**src/rtl/core/bdei_pkg.sv**
```systemverilog
// bdei_pkg: shared constants, types and codes for the bounded degree edge inserter
// used by bdei_remainder and bounded_degree_edge_inserter; no dependencies
`timescale 1ns / 1ps

package bdei_pkg;

   localparam int MAX_VERTICES = 1024;
   localparam int MAX_DEGREE   = 16;

   localparam int VTX_W  = $clog2(MAX_VERTICES);
   localparam int SLOT_W = $clog2(MAX_DEGREE);
   localparam int DEG_W  = $clog2(MAX_DEGREE + 1);
   localparam int ADJ_AW = VTX_W + SLOT_W;

   localparam int CNT_W  = 11;
   localparam int LIM_W  = 5;
   localparam int WGT_W  = 8;
   localparam int RAW_W  = 32;
   localparam int STAT_W = 3;
   localparam int ADJ_W  = VTX_W + WGT_W;

   localparam int CSR_IDX_W  = 2;
   localparam int CSR_DATA_W = 11;

   localparam logic [CSR_IDX_W-1:0] CSR_VERTEX_COUNT = 2'd0;
   localparam logic [CSR_IDX_W-1:0] CSR_DEGREE_LIMIT = 2'd1;
   localparam logic [CSR_IDX_W-1:0] CSR_MAX_WEIGHT   = 2'd2;

   localparam logic [STAT_W-1:0] ST_ADDED        = 3'd0;
   localparam logic [STAT_W-1:0] ST_SOURCE_FULL  = 3'd1;
   localparam logic [STAT_W-1:0] ST_SELF_LOOP    = 3'd2;
   localparam logic [STAT_W-1:0] ST_END_FULL     = 3'd3;
   localparam logic [STAT_W-1:0] ST_LINKED       = 3'd4;
   localparam logic [STAT_W-1:0] ST_OUT_OF_RANGE = 3'd5;

   typedef enum logic [3:0] {
      FSM_CLEAR,
      FSM_IDLE,
      FSM_DIV,
      FSM_RD_SRC,
      FSM_RD_END,
      FSM_CHECK,
      FSM_SCAN,
      FSM_WR_SRC,
      FSM_WR_END,
      FSM_DONE
   } fsm_type;

   typedef struct packed {
      logic busy;
      logic done;
   } rem_stat_type;

endpackage

```
**src/rtl/core/bdei_remainder.sv**
```systemverilog
// bdei_remainder: bit-serial restoring remainder of a 32-bit word by an 11-bit divisor
// depends on bdei_pkg
`timescale 1ns / 1ps

module bdei_remainder (
   input  logic                         clock,
   input  logic                         reset,
   input  logic                         start,
   input  logic [bdei_pkg::RAW_W-1:0]   dividend,
   input  logic [bdei_pkg::CNT_W-1:0]   divisor,
   output logic [bdei_pkg::CNT_W-1:0]   remainder,
   output bdei_pkg::rem_stat_type       stat
);

   localparam int CW = $clog2(bdei_pkg::RAW_W + 1);

   logic [bdei_pkg::RAW_W-1:0] quo_ff, quo_in;
   logic [bdei_pkg::CNT_W-1:0] rem_ff, rem_in;
   logic [bdei_pkg::CNT_W-1:0] div_ff, div_in;
   logic [CW-1:0]              cnt_ff, cnt_in;
   logic                       busy_ff, busy_in;
   logic                       done_ff, done_in;
   logic [bdei_pkg::CNT_W:0]   trial;

   always_comb begin
      trial   = {rem_ff, quo_ff[bdei_pkg::RAW_W-1]};
      quo_in  = quo_ff;
      rem_in  = rem_ff;
      div_in  = div_ff;
      cnt_in  = cnt_ff;
      busy_in = busy_ff;
      done_in = 1'b0;
      if (start) begin
         quo_in  = dividend;
         rem_in  = '0;
         div_in  = divisor;
         cnt_in  = CW'(bdei_pkg::RAW_W);
         busy_in = 1'b1;
      end else if (busy_ff) begin
         quo_in = {quo_ff[bdei_pkg::RAW_W-2:0], 1'b0};
         // one quotient bit per cycle
         if (trial >= {1'b0, div_ff}) begin
            rem_in = bdei_pkg::CNT_W'(trial - {1'b0, div_ff});
         end else begin
            rem_in = trial[bdei_pkg::CNT_W-1:0];
         end
         cnt_in = cnt_ff - 1'b1;
         if (cnt_ff == CW'(1)) begin
            busy_in = 1'b0;
            done_in = 1'b1;
         end
      end
   end

   always_ff @(posedge clock) begin
      quo_ff <= quo_in;
      rem_ff <= rem_in;
      div_ff <= div_in;
      cnt_ff <= cnt_in;
      if (reset) begin
         busy_ff <= 1'b0;
         done_ff <= 1'b0;
      end else begin
         busy_ff <= busy_in;
         done_ff <= done_in;
      end
   end

   assign remainder = rem_ff;
   assign stat.busy = busy_ff;
   assign stat.done = done_ff;

endmodule

```
**config.mk**
```make
export PLATFORM = sky130hd
export DESIGN_NAME = bdei_remainder
export DESIGN_NICKNAME = d
export VERILOG_FILES = /design/src/rtl/core/bdei_pkg.sv /design/src/rtl/core/bdei_remainder.sv
export SDC_FILE = /design/constraint.sdc
export NUM_CORES = 1
export LEC_CHECK = 0
export ABC_AREA = 1
export BUFFER_PORTS_ARGS = -buffer_cell sky130_fd_sc_hd__buf_4
export CAP_MARGIN = 20
export CORE_MARGIN = 1
export CORE_UTILIZATION = 53
export DETAILED_ROUTE_END_ITERATION = 16
export GPL_ROUTABILITY_DRIVEN = 0
export PLACE_DENSITY = 0.76
export RECOVER_POWER = 25
export SLEW_MARGIN = 5
export SYNTH_ARGS = -nofsm -noshare
export SYNTH_HDL_FRONTEND = slang
export SYNTH_SLANG_ARGS = --single-unit
```
**constraint.sdc**
```tcl
create_clock -name clock -period 2.3 [get_ports clock]
set_input_delay 0.23 -clock clock [delete_from_list [all_inputs] [get_ports clock]]
set_output_delay 0.23 -clock clock [all_outputs]
set_load 0.01 [all_outputs]
```
### After elaboration in Yosys (flattened, before gate mapping)

Index checks and enable logic that the tools add are counted.

* add/sub/neg operators: 2
* order comparisons: 1
* equality and inequality tests: 1
* muxes and demuxes: 7
* bitwise logic cells: 1
* reductions and logical operators: 2

Operator list (count)
* $mux W32: 2
* $ge A12 B11 Y1: 1
* $mux W11: 1
* $sub A11 B11 Y11: 1
* $eq A6 B1 Y1 const B: 1
* $sub A6 B1 Y6 const B: 1
* $mux W1: 4
* $reduce_or A3 Y1: 1
* $reduce_bool A2 Y1: 1
* $not A1 Y1: 1

* register bits after elaboration: 62
* input bits: 46
* output and inout port bits: 13
* logic and storage cells: 20

### Depth between registers and ports, before layout

* depth in word-level cells: 4
* depth in mapped cells: 15
* depth with buffers taken out: 14

### Worst setup path after synthesis

Ideal clock, no wire load.

* path kind: reg2reg
* start: register quo_ff[31] (netlist name)
* end: register rem_ff, in the netlist remainder[2]
* setup time: 0.149 ns
* data arrival time: 1.710 ns
* data required time: 2.151 ns
* slack: 0.441 ns
* cell stages (with the launch flop): 15
* buffers on the path: 1
* clock period less this slack: 1.859 ns
* path through: edfxtp_1 > inv_1 > ha_1 > fa_1 > inv_1 > nand2_1 > nand2_1 > nand2_2 > nand2_1 > nand2_2 > nand3_2 > buf_6 > nand2_1 > nand3_2 > o21ai_2

* longest elaborated chain between the ends: 2
* elaborated cells between the ends (all ways): 3
* those cells by class: add/sub (1); order compare (1); mux (1)

RTL lines
* start, declared: RTL line bdei_remainder.sv:17 `logic [bdei_pkg::RAW_W-1:0] quo_ff, quo_in;`
* start signal, assigned: RTL line bdei_remainder.sv:56 `quo_ff <= quo_in;`
* $sub A11 B11 Y11 / $ge A12 B11 Y1 (equally long branches): RTL line bdei_remainder.sv:43, bdei_remainder.sv:42
* $mux W11 (*): RTL line bdei_remainder.sv:42 `if (trial >= {1'b0, div_ff}) begin`
* end signal, assigned: RTL line bdei_remainder.sv:57 `rem_ff <= rem_in;`
* end, declared: RTL line bdei_remainder.sv:18 `logic [bdei_pkg::CNT_W-1:0] rem_ff, rem_in;`

Mark *: on every way between the ends. The rest lies on a longest branch, timed or not.
A chain may end at the register's enable or synchronous reset.

### Worst setup path in the final report

* start: register quo_ff[31] (netlist name)
* end: register rem_ff, in the netlist remainder[3]

The elaborated chain is that of the path after synthesis.

==> out/summary.txt <==
Finished Core Util: 0.671
fraction of layout cells with a size suffix above 1: 0.205
Simple-Gate Fraction of Synth Area: 0.306
Reg clk slew, reported paths: 0.07 ns
Post-synth EDFFs: 43
adder-cell share of the synthesized area: 0.0545
Routed Antenna Nets: 0
nature of the critical path startpoint: register
FF/Latch Area: 1670 µm²
router iterations before antenna repair: 5
root buffer cell: clkbuf_8
compound-gate portion of the synthesized area: 0.0321
first-pass GRT wire length: 11.6 mm
via count: 2836
CP required: 2.53 ns
GRT overflow: 0
Final Hold Violating Endpoints: 0
prevailing post-synth register cell: edfxtp_1
Sw Pwr: 684 µW
area of the core: 5990 µm²
post-synthesis sequential area ratio: 0.499
IO Count: 59
fin crit share: 0.911
Mean Syn Cell Area: 8.13 µm²
Slew @ Worst Pin: 0.802 ns
top cells by area, synth: edfxtp_1 (39%), nand2_1 (19%), dfxtp_1 (11%)
H-tree depth: 3
PwrDens: 652 nW/µm²
post-DR wirelength/cell: 12.7 µm
Worst setup EP type: register
Worst-Skew Late Latency: 0.34 ns
crit path DAT: 2.32 ns
mux cell area share after synthesis: 0
worst r2r src: quo_ff[31]
nets: 532
Syn Nets: 472
Synth area leader: edfxtp_1
Placed Area: 3840 µm²
Fmax: 0.477 GHz
register share of total power: 0.509
R2R Setup Slk: 0.20 ns
clock network power share: 0.357
area of the multi-input gates: 1340 µm²
P&R area growth vs syn: 20.0%
final non-filler cell area: 4020 µm²
Hold WC Path Type: primary input to register
VDD IR max: 0.000419 V
Internal: 1940 µW
total wire length after detailed routing: 7.02 mm
CP startpoint: quo_ff[31]
yosys warns: 0
Comb pwr share: 0.134
DRC violations left: 0
CTS sink cnt: 62
most frequent cell after synthesis: nand2_1
Switching Share: 0.261
initial antenna violation count: 0
final setup fails: 0
asr flop ratio synth: 0
CTS Buf Count: 9
worst rel slew slack: 0.465
initial core utilization: 0.559
Yosys top cell area share: 0.386
hpwl dp: 4.87 mm
crit path max fanout: 11
pin count of the biggest net entering global routing: 42
Die ar.: 6640 µm²
XOR/XNOR Fraction of Synth Area: 0.00784
Layout Skew: 0.00699 ns
RSZ-0062 raised after global routing: no
TNS Setup: 0 ns
reg2reg path depth: 13
max cap viols: 0
Slew Limit Fails: 0
Synth cell types: 29
Die Y: 81.5 µm
status: complete, no violations
Setup Crit Path Kind: register to register
Mapped Area: 3350 µm²
Yosys reg bits: 62
leakage: 0.00205 µW
Max Buffers Root-to-Sink: 2
top post-synthesis cells by count: nand2_1 (167), inv_1 (60), edfxtp_1 (43), nand3_1 (20), dfxtp_1 (19)
post-CTS setup buffer count: 0
DR iter-0 viols: 231
gr usage total: 0.235
main combinational cell family by area after synthesis: simple AND/OR/NAND/NOR gates
RR Endpoint: remainder[3]
vias in the first global route: 2576
FILL cells: 484
Cells after Synth: 412
Rows: 28
DR vias/cell: 5.14
hold buffers post-CTS: 0
final worst path period need: 2.10 ns
CTS tree: built
post-cts repair resize count: 0
die extent in x: 81.5 µm
# diodes: 0
port bufs: 58
worst setup path endpoint: remainder[3]
min-delay src: reset
==> power groups by stage <==
| stage | combinational, µW | sequential (µW) | clock (µW) |
|---|---|---|---|
| 4_1_cts | 352 | 1330 | 952 |
| 2_1_floorplan | 224 | 1350 | 0 |
| 5_1_grt | 392 | 1340 | 994 |
| 3_5_place_dp | 349 | 1360 | 0 |
| 6_report | 350 | 1330 | 936 |
| 3_3_place_gp | 337 | 1350 | 0 |
==> per-stage QoR <==
step | std cells | hold WS (ns) | worst slack (ns) | total power [µW]
final | 552 | 0.0627 | 0.204 | 2620
after global routing | 552 | 0.0623 | 0.0868 | 2730
after CTS | 552 | 0.0466 | 0.215 | 2640
after detailed placement | 536 | 0.410 | 0.234 | 1710
after global placement | 536 | 0.409 | 0.317 | 1690
after floorplan | 412 | 0.307 | 0.441 | 1570
==> logic make-up after synthesis <==
logic type / Yosys count
simple gates: 236
buf+inv: 78
compound gates: 19
xor+xnor: 3
flops: 62
fa+ha+maj: 14
==> layout by cell type, fill, tap and decap left out, types with 2 or more instances in the layout <==
master      n
o21ai_0     4
ha_1       13
nor2_1     15
dfxtp_1    19
a21oi_1     8
o21ai_1     3
nand4_1    16
inv_2       2
clkbuf_8    9
nand3_1    20
nand3_2     8
inv_1      60
clkbuf_4   11
clkinv_1    2
buf_4      50
edfxtp_1   43
nand2_2     7
clkinv_2    3
xor2_1      3
nand2_1   167
==> final cells by class <==
cell class,count,share of cell area
flip-flops and latches,62,0.416
multi-input cells,272,0.334
repair buffers,64,0.121
inverters,63,0.0588
clock buffers,9,0.0308
well taps,75,0.0233
clock inverters,7,0.0162
==> how the worst min path moves through the flow <==
stage                           end  depth (start not counted)
after floorplan             done_ff                          1
after global placement    div_ff[3]                          1
after detailed placement  div_ff[3]                          1
after CTS                 div_ff[3]                          1
final                       done_ff                          2
after global routing        done_ff                          2
==> metal layers <==
metal,share of wire,track usage,vias to the layer above,wire [µm]
li1,-,-,1431,-
met1,0.44,0.312,1297,3060
met2,0.48,0.365,92,3370
met3,0.061,0.0467,16,430
met4,0.023,0.116,0,158
met5,0,0,-,0
==> critical path: stages (launching register included) <==
cell	delay [ns]
edfxtp_1	0.32
inv_1	0.06
ha_1	0.22
fa_1	0.42
inv_1	0.11
nand2_1	0.06
nand2_1	0.09
nand2_2	0.06
nand2_1	0.07
nand2_2	0.06
nand3_2	0.27
nand2_1	0.10
nand3_1	0.09
o21ai_1	0.07
==> flip-flops by register name, indices dropped and copies added, names as in the netlist <==
register   cells
busy_ff        1
cnt_ff         6
div_ff        11
done_ff        1
quo_ff        32
remainder     11
(Power assumes the default switching activity.)
